**src/rtl/core/ipck_pkg.sv**
```systemverilog
// ----------------------------------------------------------------------------
// ipck_pkg
// Shared types for the IPv4/TCP checksum engine core.
// ----------------------------------------------------------------------------
package ipck_pkg;

  localparam int WORD_W = 16;

  // one input word as held in the input stage
  typedef struct packed {
    logic [WORD_W-1:0] word;
    logic              sop;
  } in_word_t;

  // one result word
  typedef struct packed {
    logic              length_error;
    logic [WORD_W-1:0] tcp_csum;
    logic [WORD_W-1:0] ip_csum;
  } csum_result_t;

endpackage

```
**src/rtl/core/ipck_in_stage.sv**
```systemverilog
// ----------------------------------------------------------------------------
// ipck_in_stage
// Input register for packet words; loads when empty or when the held word moves on.
// ----------------------------------------------------------------------------
module ipck_in_stage (
  input  logic              clk,
  input  logic              rst,
  input  logic              s_tvalid,
  output logic              s_tready,
  input  ipck_pkg::in_word_t in_data,
  input  logic              advance,
  output logic              held_valid,
  output ipck_pkg::in_word_t held_data
);
  import ipck_pkg::*;

  assign s_tready = !held_valid || advance;

  always_ff @(posedge clk) begin
    if (rst) begin
      held_valid <= 1'b0;
    end else if (s_tvalid && s_tready) begin
      held_valid <= 1'b1;
    end else if (advance) begin
      held_valid <= 1'b0;
    end
  end

  always_ff @(posedge clk) begin
    if (s_tvalid && s_tready) begin
      held_data <= in_data;
    end
  end

endmodule

```
**src/rtl/core/ipck_accum.sv**
```systemverilog
// ----------------------------------------------------------------------------
// ipck_accum
// Packet state and running ones' complement sums; one word per cycle while fire is high.
// ----------------------------------------------------------------------------
module ipck_accum (
  input  logic                    clk,
  input  logic                    rst,
  input  logic                    fire,
  input  ipck_pkg::in_word_t      in_data,
  output logic                    res_valid,
  output ipck_pkg::csum_result_t  res
);
  import ipck_pkg::*;

  localparam logic [14:0] CSUM_WORD_IP  = 15'd5;
  localparam logic [5:0]  CSUM_WORD_TCP = 6'd8;
  localparam logic [14:0] ADDR_FIRST    = 15'd6;
  localparam logic [14:0] ADDR_LAST     = 15'd9;
  localparam logic [4:0]  MIN_HDR_WORDS = 5'd10;
  localparam logic [15:0] PROTO_TCP     = 16'd6;

  function automatic logic [15:0] oc_add(input logic [15:0] a, input logic [15:0] b);
    logic [16:0] s;
    s = {1'b0, a} + {1'b0, b};
    return s[15:0] + {15'd0, s[16]};
  endfunction

  logic [14:0] word_count, word_count_next;
  logic [15:0] header_sum, header_sum_next;
  logic [15:0] segment_sum, segment_sum_next;
  logic [4:0]  header_words, header_words_next;
  logic [15:0] packet_length, packet_length_next;
  logic        in_packet, in_packet_next;

  logic [14:0] idx;
  logic [15:0] last_w;
  logic [14:0] last_idx;
  logic [15:0] hdr_bytes;
  logic [5:0]  tcp_idx;
  logic [15:0] w;
  logic        is_last;

  assign idx       = word_count + 15'd1;
  assign last_w    = packet_length - 16'd1;
  assign last_idx  = last_w[15:1];
  assign hdr_bytes = {10'd0, header_words, 1'b0};
  assign tcp_idx   = {1'b0, header_words} + CSUM_WORD_TCP;
  assign is_last   = (idx == last_idx);

  always_comb begin
    word_count_next    = word_count;
    header_sum_next    = header_sum;
    segment_sum_next   = segment_sum;
    header_words_next  = header_words;
    packet_length_next = packet_length;
    in_packet_next     = in_packet;
    res_valid          = 1'b0;
    res                = '0;
    w                  = in_data.word;
    if (fire) begin
      if (in_data.sop) begin
        word_count_next    = '0;
        header_words_next  = {in_data.word[11:8], 1'b0};
        header_sum_next    = in_data.word;
        segment_sum_next   = '0;
        packet_length_next = '0;
        in_packet_next     = 1'b1;
      end else if (in_packet) begin
        word_count_next = idx;
        if (idx == 15'd1) begin
          packet_length_next = in_data.word;
          if (header_words < MIN_HDR_WORDS || in_data.word < hdr_bytes) begin
            in_packet_next   = 1'b0;
            res_valid        = 1'b1;
            res.length_error = 1'b1;
          end else begin
            header_sum_next  = oc_add(header_sum, in_data.word);
            segment_sum_next = oc_add(oc_add(segment_sum, PROTO_TCP),
                                      in_data.word - hdr_bytes);
          end
        end else begin
          if (is_last && packet_length[0]) begin
            w = {in_data.word[15:8], 8'd0};
          end
          if (idx < {10'd0, header_words}) begin
            if (idx != CSUM_WORD_IP) begin
              header_sum_next = oc_add(header_sum, w);
            end
            if (idx >= ADDR_FIRST && idx <= ADDR_LAST) begin
              segment_sum_next = oc_add(segment_sum, w);
            end
          end else if (idx != {9'd0, tcp_idx}) begin
            segment_sum_next = oc_add(segment_sum, w);
          end
          if (is_last) begin
            in_packet_next   = 1'b0;
            res_valid        = 1'b1;
            res.ip_csum      = ~header_sum_next;
            res.tcp_csum     = ~segment_sum_next;
            res.length_error = 1'b0;
          end
        end
      end
    end
  end

  always_ff @(posedge clk) begin
    if (rst) begin
      word_count    <= '0;
      header_sum    <= '0;
      segment_sum   <= '0;
      header_words  <= '0;
      packet_length <= '0;
      in_packet     <= 1'b0;
    end else begin
      word_count    <= word_count_next;
      header_sum    <= header_sum_next;
      segment_sum   <= segment_sum_next;
      header_words  <= header_words_next;
      packet_length <= packet_length_next;
      in_packet     <= in_packet_next;
    end
  end

  a_closed_after_result: assert property (@(posedge clk) disable iff (rst)
    res_valid |=> !in_packet)
    else $error("packet still open after its result");

  a_error_zero_sums: assert property (@(posedge clk) disable iff (rst)
    (res_valid && res.length_error) |-> (res.ip_csum == 16'd0 && res.tcp_csum == 16'd0))
    else $error("length error result carries checksums");

  a_length_checked: assert property (@(posedge clk) disable iff (rst)
    (in_packet && word_count != 15'd0) |-> (packet_length >= 16'd20))
    else $error("open packet past word 1 with short length");

  a_header_checked: assert property (@(posedge clk) disable iff (rst)
    (in_packet && word_count != 15'd0) |-> (header_words >= MIN_HDR_WORDS))
    else $error("open packet past word 1 with short header");

endmodule

```
**src/rtl/core/ipck_out_stage.sv**
```systemverilog
// ----------------------------------------------------------------------------
// ipck_out_stage
// Result register on the master side; frees the pipeline when taken.
// ----------------------------------------------------------------------------
module ipck_out_stage (
  input  logic                   clk,
  input  logic                   rst,
  input  logic                   load,
  input  ipck_pkg::csum_result_t res,
  output logic                   advance,
  output logic                   m_tvalid,
  input  logic                   m_tready,
  output ipck_pkg::csum_result_t out_res
);
  import ipck_pkg::*;

  assign advance = !m_tvalid || m_tready;

  always_ff @(posedge clk) begin
    if (rst) begin
      m_tvalid <= 1'b0;
    end else if (load) begin
      m_tvalid <= 1'b1;
    end else if (m_tready) begin
      m_tvalid <= 1'b0;
    end
  end

  always_ff @(posedge clk) begin
    if (load) begin
      out_res <= res;
    end
  end

endmodule

```
**src/rtl/core/ipv4_tcp_checksum_engine_core.sv**
```systemverilog
// ----------------------------------------------------------------------------
// ipv4_tcp_checksum_engine_core
// IPv4 header and TCP segment checksum engine over a 16-bit word stream.
// ----------------------------------------------------------------------------
// Result path: after the packet's last word (or word 1 on a length error) is accepted,
//   it passes the input register, then the output register, before m_tvalid is raised.
// Throughput: 1 word per cycle, set by the end-around-carry adders of the
//   accumulate stage; a waiting result stalls input only once both stages fill.
// Reset: synchronous, clears the sums, packet state and both valid flags.
// ----------------------------------------------------------------------------
module ipv4_tcp_checksum_engine_core (
  input  logic        clk,
  input  logic        rst,
  input  logic        s_tvalid,
  output logic        s_tready,
  input  logic [15:0] s_tdata,   // [15:0] pkt_word
  input  logic [0:0]  s_tuser,   // [0] start_of_packet
  output logic        m_tvalid,
  input  logic        m_tready,
  output logic [31:0] m_tdata,   // [15:0] ip_header_checksum, [31:16] tcp_segment_checksum
  output logic [0:0]  m_tuser    // [0] length_error
);
  import ipck_pkg::*;

  in_word_t     in_data;
  in_word_t     held_data;
  logic         held_valid;
  logic         advance;
  logic         fire;
  logic         res_valid;
  csum_result_t res;
  csum_result_t out_res;

  assign in_data      = {s_tdata, s_tuser[0]};
  assign fire         = held_valid && advance;

  ipck_in_stage u_in (
    .clk        (clk),
    .rst        (rst),
    .s_tvalid   (s_tvalid),
    .s_tready   (s_tready),
    .in_data    (in_data),
    .advance    (advance),
    .held_valid (held_valid),
    .held_data  (held_data)
  );

  ipck_accum u_accum (
    .clk       (clk),
    .rst       (rst),
    .fire      (fire),
    .in_data   (held_data),
    .res_valid (res_valid),
    .res       (res)
  );

  ipck_out_stage u_out (
    .clk      (clk),
    .rst      (rst),
    .load     (res_valid),
    .res      (res),
    .advance  (advance),
    .m_tvalid (m_tvalid),
    .m_tready (m_tready),
    .out_res  (out_res)
  );

  assign m_tdata    = {out_res.tcp_csum, out_res.ip_csum};
  assign m_tuser[0] = out_res.length_error;

endmodule
```
**config.mk**
```make
export PLATFORM = sky130hd
export DESIGN_NAME = ipv4_tcp_checksum_engine_core
export DESIGN_NICKNAME = d
export VERILOG_FILES = /design/src/rtl/core/ipck_pkg.sv /design/src/rtl/core/ipck_in_stage.sv /design/src/rtl/core/ipck_accum.sv /design/src/rtl/core/ipck_out_stage.sv /design/src/rtl/core/ipv4_tcp_checksum_engine_core.sv
export SDC_FILE = /design/constraint.sdc
export NUM_CORES = 1
export LEC_CHECK = 0
export BUFFER_PORTS_ARGS = -buffer_cell sky130_fd_sc_hd__buf_2
export CAP_MARGIN = 20
export CORE_MARGIN = 3
export CORE_UTILIZATION = 45
export DETAILED_ROUTE_END_ITERATION = 6
export GPL_ROUTABILITY_DRIVEN = 1
export SYNTH_ARGS = -nofsm -noshare
export SYNTH_HDL_FRONTEND = slang
export SYNTH_HIERARCHICAL = 1
export SYNTH_SLANG_ARGS = --single-unit
```
**constraint.sdc**
```tcl
create_clock -name clk -period 16.85 [get_ports clk]
set_input_delay 0.8425 -clock clk [delete_from_list [all_inputs] [get_ports clk]]
set_output_delay 0.8425 -clock clk [all_outputs]
set_load 0.02 [all_outputs]
```
==> impl_metrics.json, run 1 <==
{
  "p_comb_share_pct": 30.7,
  "drt_first_pass_iters": 5,
  "grt_max_degree": 58,
  "die_area_um2": 28100,
  "area_delta_synth_final_pct": 8.98,
  "die_width_um": 168,
  "pin_count": 56,
  "clk_pin_slew_ps": 60,
  "cts.path.max_buffers": 2,
  "grt_pass1_wl_mm": 59.7,
  "rsz0062_at_grt": "no",
  "cts_num_sinks": 120,
  "fin_util_pct": 50.4,
  "postCtsSetupBuffers": 0,
  "power_frac_clock_pct": 35.9,
  "ys_seq_elements": 120,
  "wl_per_cell_um": 21.2,
  "slowest_stage": "nor4_4",
  "peakVddDrop_uv": 56.8,
  "hpwl_mm": 28.1,
  "drv_slew": 0,
  "rr_startpoint": "u_accum/packet_length[2]$_SDFFE_PP0P_",
  "n_fill_cell": 2518,
  "grt_pass1_vias": 10306,
  "synth_nets": 1577,
  "startpoint_type": "flop",
  "yosysUniqueCellTypes": 99,
  "max_freq_ghz": 0.123,
  "min_path_type": "flop to flop",
  "setup_viol": 0,
  "crit_required_ps": 17190,
  "internal-power_mw": 0.637,
  "drc": 0,
  "tightest_slew_ps": 986,
  "rows": 58,
  "p_sw_share_pct": 35.7,
  "path_buf_inv": 0,
  "numPortBuffers": 55,
  "tritoncts": "built",
  "clock_skew_ps": 10.7,
  "fin_crit_sh_pct": 48.2,
  "seq_area_frac_synth_pct": 24.7,
  "worst_setup_path_end_kind": "flop",
  "min_from": "u_accum/header_words[2]$_SDFFE_PP0P_",
  "routed_wl_mm": 38.8,
  "gp_congestion": 0.941,
  "ys_warn_count": 6,
  "crit_path_start": "u_accum/packet_length[2]$_SDFFE_PP0P_",
  "seqPwrFrac_pct": 33.4,
  "status": "finished clean",
  "crit_fanout": 13,
  "whs_ps": 468,
  "nets": 1581,
  "power_mw": 0.991,
  "p_switching_mw": 0.354,
  "postCtsResizedCells": 0,
  "antenna_found_initial": 0,
  "syn_avg_cell_area_um2": 7.92,
  "fin_setup_tns_ps": 0,
  "cap_viol_max_count": 0,
  "criticalPathCategory": "flop to flop",
  "clkLatencyLatePin_ps": 420,
  "ys.flop_type": "dfxtp_1",
  "synthCells": 1484,
  "max_stage_delay_ps": 790,
  "core_region_area_um2": 25400,
  "arrival_ps": 8450,
  "max_slew_margin_pct": 33.9,
  "synth_edf_count": 50,
  "drive_gt1_share_pct": 10.5,
  "hold_viol": 0,
  "overflow": 0,
  "crit_family": "simple AND/OR/NAND/NOR gates",
  "antenna_left": 0,
  "cts_made_buffers": 17,
  "num_vias": 11108,
  "drtIter0Drc": 1095,
  "initial_core_util_pct": 46.3,
  "h-tree-depth": 4,
  "mappedNetlistArea_um2": 11800,
  "p_per_area_nw_per_um2": 77.4,
  "viasPerCell": 6.07,
  "fp.dieH_um": 168,
  "antenna_cells": 0,
  "ys_async_sr_fraction_pct": 0,
  "cts_hold_buf": 0,
  "cellLeakagePower_nw": 5.12,
  "grt_usage_pct": 27.1,
  "period_minus_slack_ps": 8110,
  "cts-root-buf": "clkbuf_16"
}
## cells by family (layout without fill, tap and decap cells)
group / Yosys count / count (layout) / share of synthesized area (%)
flops: 120 / 120 / 24.7
buf+inv: 146 / 163 / 4.92
simple gates: 567 / 567 / 24.3
xor+xnor: 185 / 185 / 14.8
mux: 14 / 14 / 1.27
fa+ha+maj: 79 / 79 / 8.45
compound gates: 373 / 373 / 21.6
## metal layers
| metal | share of wire (%) | global-route usage (%) |
|---|---|---|
| met5 | 0 | 0 |
| met3 | 5.7 | 3.64 |
| met4 | 2.8 | 8.18 |
| met2 | 46 | 44.3 |
| met1 | 46 | 37.3 |
## worst register-to-register path: cells and delay by family, from the launching register on
family,cells,cell delay (ps)
compound gates,13,2450
flops,1,360
xor+xnor,2,370
simple gates,10,3920
fa+ha+maj,4,950
## synthesized netlist by cell type (5+ instances only)
cell	count	share of area, %
or2_2	5	0.27
nand3_1	46	2.0
o211ai_1	9	0.57
o21a_1	6	0.38
a31o_2	5	0.37
o31ai_1	8	0.51
o21ai_0	68	2.9
edfxtp_1	50	13
or3_1	21	1.1
nor3b_1	5	0.32
and2_1	16	0.85
nor2_1	152	4.9
o22ai_1	7	0.37
xnor3_1	7	1.3
a21o_1	22	1.4
a211oi_1	17	1.1
nor4_1	16	0.85
xnor2_1	124	9.2
dfxtp_1	70	12
a21oi_1	110	4.7
clkbuf_1	72	2.3
ha_1	69	7.3
and3_1	12	0.64
nand3b_1	15	0.96
nand4_1	22	1.2
maj3_1	7	0.60
or4_1	10	0.64
nor3_1	33	1.4
o21bai_1	10	0.64
nand2_1	156	5.0
and4_1	6	0.45
nor2b_1	13	0.69
mux2i_1	10	0.85
o21ai_1	8	0.34
inv_1	54	1.7
buf_1	10	0.32
a31oi_1	19	1.0
nand2b_1	15	0.80
xor2_1	53	4.0
## worst paths after layout
check | end | slack [ps] | cells past startpoint
max | u_accum/segment_sum[6]$_SDFFE_PP0P_ | 8740 | 29
min | u_accum/header_words[2]$_SDFFE_PP0P_ | 470 | 2
max reg2reg | u_accum/segment_sum[6]$_SDFFE_PP0P_ | 8740 | 29
min reg2reg | u_accum/header_words[2]$_SDFFE_PP0P_ | 470 | 2
## power groups by stage
stage,registers [mW],clock network (mW),logic (mW)
after floorplan,0.325,0,0.231
after global placement,0.336,0,0.294
after detailed placement,0.336,0,0.297
after CTS,0.330,0.361,0.299
after global routing,0.332,0.376,0.332
final,0.331,0.356,0.304
## layout make-up
class | count | area (um^2) | share of cell area (%)
inverter | 56 | 210 | 1.64
clock buffer | 22 | 497 | 3.88
sequential | 120 | 2900 | 22.7
timing repair buffer | 75 | 425 | 3.32
tap | 330 | 413 | 3.22
multi-input combinational | 1218 | 8290 | 64.8
clock inverter | 10 | 63.8 | 0.498
## layout by cell type, fill, tap and decap left out, types with 19 or more instances in the layout
cell type,synthesis,routed
nand2_1,156,156
nor2_1,152,151
xnor2_1,124,124
a21oi_1,110,110
dfxtp_1,70,70
ha_1,69,69
o21ai_0,68,68
buf_2,3,55
inv_1,54,54
xor2_1,53,53
edfxtp_1,50,50
nand3_1,46,46
nor3_1,33,31
a21o_1,22,22
nand4_1,22,22
or3_1,21,21
buf_4,3,20
clkbuf_16,0,19
a31oi_1,19,19
## stage by stage
| step | area [um^2] | setup slack (ps) | std cells |
|---|---|---|---|
| 6_report | 12800 | 8740 | 1831 |
| 5_1_grt | 12800 | 8150 | 1831 |
| 4_1_cts | 12800 | 8900 | 1831 |
| 3_5_place_dp | 12200 | 8930 | 1799 |
| 3_3_place_gp | 12200 | 9130 | 1798 |
| 2_1_floorplan | 11800 | 9990 | 1484 |
## flip-flops by register name, indices dropped and copies added (netlist names)
signal,flops
u_out/out_res,33
u_in/held_data,17
u_accum/header_sum,16
u_accum/packet_length,16
u_accum/segment_sum,16
u_accum/word_count,15
u_accum/header_words,4
u_accum/in_packet,1
u_in/held_valid,1
u_out/m_tvalid,1
Power figures use the tool's default switching activity.
==> run 2, diff against run 1 <==
ABC_AREA = 1   (was default)
clock period = 7.8 ns   (was 16.85 ns; I/O delays follow)
==> impl_metrics.json, run 2 <==
{
  "status": "complete, but fails checks",
  "violations": "DRC",
  "die_area_um2": 28800,
  "largestRegisters": "u_out/out_res: 33 flops, u_in/held_data: 17 flops",
  "synth.area.top_cells": "nand2_1 (17%), edfxtp_1 (12%), dfxtp_1 (12%), inv_1 (7.7%), ha_1 (7.2%)",
  "peakVddDrop_uv": 111,
  "h-tree-depth": 4,
  "drt_first_pass_iters": 7,
  "numPortBuffers": 55,
  "n_fill_cell": 2714,
  "postCtsResizedCells": 0,
  "min_path_type": "primary input to flop",
  "cts.path.max_buffers": 2,
  "path_buf_inv": 3,
  "wl_per_cell_um": 17.3,
  "hpwl_mm": 31.6,
  "final_cell_mix": "nand2_1 (531), inv_1 (248), nor2_1 (215)",
  "rsz0062_at_grt": "no",
  "tightest_slew_ps": 1020,
  "cts_num_sinks": 120,
  "viasPerCell": 5.46,
  "cap_viol_max_count": 0,
  "max_stage_delay_ps": 390,
  "clk_pin_slew_ps": 70,
  "p_comb_share_pct": 26.8,
  "whs_ps": 137,
  "largest_reg_flops": 33,
  "drive_gt1_share_pct": 9.29,
  "antenna_cells": 0,
  "grt_pass1_vias": 11790,
  "clkLatencyLatePin_ps": 420,
  "arrival_ps": 7130,
  "nets": 2071,
  "ys_async_sr_fraction_pct": 0,
  "dp_cells": 2294,
  "clock_skew_ps": 14.8,
  "yosysUniqueCellTypes": 58,
  "max_slew_margin_pct": 31.9,
  "cts_hold_buf": 0,
  "top_layer_used": "met4",
  "synth_commonest_cells": "nand2_1 (531), inv_1 (248), nor2_1 (215), nand3_1 (150), a21oi_1 (121)",
  "cts-root-buf": "clkbuf_16",
  "drtIter0Drc": 1120,
  "crit_family": "simple AND/OR/NAND/NOR gates",
  "synth_edf_count": 50,
  "fin_setup_tns_ps": 0,
  "grt_pass1_wl_mm": 63.5,
  "seqPwrFrac_pct": 32.9,
  "antenna_left": 0,
  "fp.dieH_um": 170,
  "power_frac_clock_pct": 40.3,
  "mappedNetlistArea_um2": 12000,
  "met2_length_mm": 18.5,
  "criticalPathCategory": "flop to flop",
  "dp_slack_ps": 1100,
  "postCtsSetupBuffers": 0,
  "p_sw_share_pct": 36.1,
  "die_width_um": 170,
  "seq_area_frac_synth_pct": 24.1,
  "overflow": 0,
  "hold_viol": 0,
  "finalWorstSetupSlack_ps": 933,
  "num_vias": 12689,
  "rows": 59,
  "slowest_stage": "or3_1",
  "ys_seq_elements": 120,
  "startpoint_type": "flop",
  "internal-power_mw": 1.38,
  "ys_warn_count": 6,
  "drv_slew": 0,
  "grt_max_degree": 56,
  "synth_top_area_cell": "nand2_1",
  "largest_register": "u_out/out_res",
  "max_freq_ghz": 0.146,
  "crit_fanout": 7,
  "cts_made_buffers": 17,
  "setup_viol": 0,
  "synth_nets": 2027,
  "synth_top_area_share_pct": 16.5,
  "fin_cells": 2326,
  "fin_util_pct": 50.8,
  "period_minus_slack_ps": 6870,
  "ys.flop_type": "dfxtp_1",
  "tritoncts": "built",
  "syn_avg_cell_area_um2": 6.23,
  "area_delta_synth_final_pct": 10.5,
  "routed_wl_mm": 40.3,
  "synth.most_common_cell": "nand2_1",
  "p_switching_mw": 0.778,
  "synthCells": 1934,
  "layout_commonest_cell": "nand2_1",
  "drc": 4,
  "worst_setup_path_end_kind": "flop",
  "core_region_area_um2": 26200,
  "gp_congestion": 0.917,
  "wl_met3_mm": 2.24,
  "crit_required_ps": 8070,
  "initial_core_util_pct": 46.0,
  "grt_usage_pct": 28.0,
  "antenna_found_initial": 0,
  "wl_met1_mm": 18.4,
  "p_per_area_nw_per_um2": 162,
  "pin_count": 56,
  "fin_crit_sh_pct": 88.0,
  "cellLeakagePower_nw": 6.49
}
-- run 2: area by class of cell --
class	instances	area, um^2	area share (%)
clock buffer	18	439	3.30
multi-input combinational	1506	7980	60.0
inverter	265	995	7.47
tap	335	419	3.15
sequential	120	2900	21.8
timing repair buffer	68	380	2.86
clock inverter	14	188	1.41
-- run 2: worst paths after layout --
kind / cells after the start / slack, ps / from / endpoint
setup / recovery: 41 / 930 / u_accum/segment_sum[3]$_SDFFE_PP0P_ / u_accum/segment_sum[15]$_SDFFE_PP0P_
hold / removal: 1 / 140 / s_tdata[15] / u_in/held_data[16]$_DFFE_PP_
setup reg to reg: 41 / 930 / u_accum/segment_sum[3]$_SDFFE_PP0P_ / u_accum/segment_sum[15]$_SDFFE_PP0P_
hold reg to reg: 2 / 490 / u_accum/word_count[14]$_SDFFE_PP0P_ / u_accum/word_count[14]$_SDFFE_PP0P_
-- run 2: kinds of logic (layout without fill, tap and decap cells) --
kind of cell    Yosys count  after routing  share of synthesized area (%)
compound gates          303            303                           14.0
xor+xnor                 93             93                           6.92
fa+ha+maj                72             72                           7.67
buf+inv                 308            365                           9.73
flops                   120            120                           24.1
mux                       1              1                         0.0831
simple gates           1037           1037                           37.5
-- run 2: metal layers --
layer	global-route usage, %	vias up
met5	0	-
met4	9.03	0
met3	3.59	71
met2	46.4	381
met1	37.9	5833
li1	-	6404
-- run 2: power groups by stage --
stage / clock (mW) / sequential (mW) / combinational, mW
6_report: 0.868 / 0.710 / 0.578
5_1_grt: 0.902 / 0.711 / 0.651
4_1_cts: 0.878 / 0.709 / 0.569
3_5_place_dp: 0 / 0.723 / 0.566
3_3_place_gp: 0 / 0.722 / 0.560
2_1_floorplan: 0 / 0.702 / 0.429
-- run 2: metrics by stage --
stage	total power, mW	instance area [um^2]
after floorplan	1.13	12000
after global placement	1.28	12700
after detailed placement	1.29	12700
after CTS	2.16	13300
after global routing	2.26	13300
final	2.16	13300
==> run 3, diff against run 2 <==
CORE_UTILIZATION = 61   (was 45)
CTS_BUF_LIST = sky130_fd_sc_hd__clkbuf_8   (was default)
PLACE_DENSITY = 0.79   (was default)
==> impl_metrics.json, run 3 (same netlist as run 2, synthesis figures left out) <==
{
  "postCtsResizedCells": 0,
  "dp_cells": 2215,
  "antenna_left": 0,
  "initial_core_util_pct": 63.3,
  "max_stage_delay_ps": 390,
  "arrival_ps": 7300,
  "crit_fanout": 7,
  "cellLeakagePower_nw": 6.39,
  "grt_pass1_vias": 12013,
  "slowest_stage": "dfxtp_1",
  "setup_viol": 0,
  "max_slew_margin_pct": 46.0,
  "power_mw": 1.90,
  "grt_pass1_wl_mm": 61.2,
  "rows": 50,
  "viasPerCell": 5.81,
  "die_width_um": 147,
  "clkLatencyLatePin_ps": 460,
  "hold_viol": 0,
  "startpoint_type": "flop",
  "nets": 2070,
  "p_per_area_nw_per_um2": 146,
  "num_vias": 13067,
  "cts_num_sinks": 120,
  "cts.path.max_buffers": 2,
  "area_delta_synth_final_pct": 7.96,
  "cts_made_buffers": 17,
  "die_area_um2": 21500,
  "antenna_found_initial": 0,
  "fp.dieH_um": 147,
  "tightest_slew_ps": 810,
  "clk_pin_slew_ps": 90,
  "hpwl_mm": 29.9,
  "grt_usage_pct": 35.3,
  "antenna_cells": 0,
  "finalWorstSetupSlack_ps": 869,
  "postCtsSetupBuffers": 0,
  "crit_required_ps": 8170,
  "clock_skew_ps": 18.5,
  "drtIter0Drc": 1349,
  "fin_setup_tns_ps": 0,
  "core_region_area_um2": 19000,
  "max_freq_ghz": 0.144,
  "routed_wl_mm": 38.8,
  "wl_per_cell_um": 17.2,
  "tritoncts": "built",
  "min_path_type": "primary input to flop",
  "seq_area_um2": 2900,
  "grt_max_degree": 56,
  "period_minus_slack_ps": 6930,
  "drc": 1,
  "final_cell_mix": "nand2_1 (531), inv_1 (249), nor2_1 (215)",
  "worst_setup_path_end_kind": "flop",
  "dp_slack_ps": 1070,
  "largest_reg_flops": 33,
  "violations": "DRC",
  "status": "complete, but fails checks",
  "numPortBuffers": 55,
  "multi_input_area_um2": 7980,
  "gp_congestion": 0.971,
  "drv_slew": 0,
  "cts_hold_buf": 0,
  "place_area_um2": 12500,
  "layout_commonest_cell": "nand2_1",
  "drive_gt1_share_pct": 9.15,
  "largest_register": "u_out/out_res",
  "rsz0062_at_grt": "no",
  "pin_count": 56,
  "cts-root-buf": "clkbuf_8",
  "largestRegisters": "u_out/out_res: 33 flops, u_in/held_data: 17 flops",
  "peakVddDrop_uv": 104,
  "fin_cells": 2250,
  "h-tree-depth": 4,
  "cap_viol_max_count": 0,
  "fin_crit_sh_pct": 88.9,
  "n_fill_cell": 1781,
  "drt_first_pass_iters": 7,
  "overflow": 0,
  "criticalPathCategory": "flop to flop",
  "design_area_um2": 13000
}
[run 3: per-layer routing]
metal  up-vias  share of wire (%)  track usage [%]
met5         -                  0                0
met2       672                 44             55.5
met1      5853                 41             46.7
met4         0                5.8             18.0
met3       142                9.0             6.21
li1       6400                  -                -
[run 3: power breakdown]
group	internal, mW	total [mW]	leakage (nW)	switching (mW)
logic	0.187	0.575	5.07	0.387
clock network	0.317	0.608	0.206	0.291
registers	0.670	0.715	1.11	0.0443
[run 3: worst paths after layout]
kind                                       startpoint                              endpoint  slack, ps  cells after the start
setup / recovery  u_accum/segment_sum[3]$_SDFFE_PP0P_  u_accum/segment_sum[15]$_SDFFE_PP0P_        870                     41
hold / removal                             s_tdata[3]           u_in/held_data[4]$_DFFE_PP_        100                      1
setup reg to reg  u_accum/segment_sum[3]$_SDFFE_PP0P_  u_accum/segment_sum[15]$_SDFFE_PP0P_        870                     41
hold reg to reg        u_accum/in_packet$_SDFFE_PP0P_        u_accum/in_packet$_SDFFE_PP0P_        490                      2
[run 3: layout make-up]
cell class	count	area share, %
Multi-Input combinational cell	1506	61.4
Sequential cell	120	22.3
Inverter	265	7.65
Timing Repair Buffer	67	2.97
Tap cell	260	2.50
Clock buffer	17	1.80
Clock inverter	15	1.35
[run 3: through the flow]
| step | util [%] | hold WS [ps] |
|---|---|---|
| floorplan | - | 439 |
| global placement | 66.0 | 449 |
| detailed placement | 66.0 | 471 |
| CTS | 68.1 | 80.4 |
| global route | 68.4 | 70.9 |
| finish | 68.4 | 100 |
[run 3: critical path, delay by kind of cell, from the launching register on]
family	cells	cell delay, ps
compound gates	5	940
xor+xnor	1	180
fa+ha+maj	3	800
buf+inv	3	280
flops	1	390
simple gates	29	4240
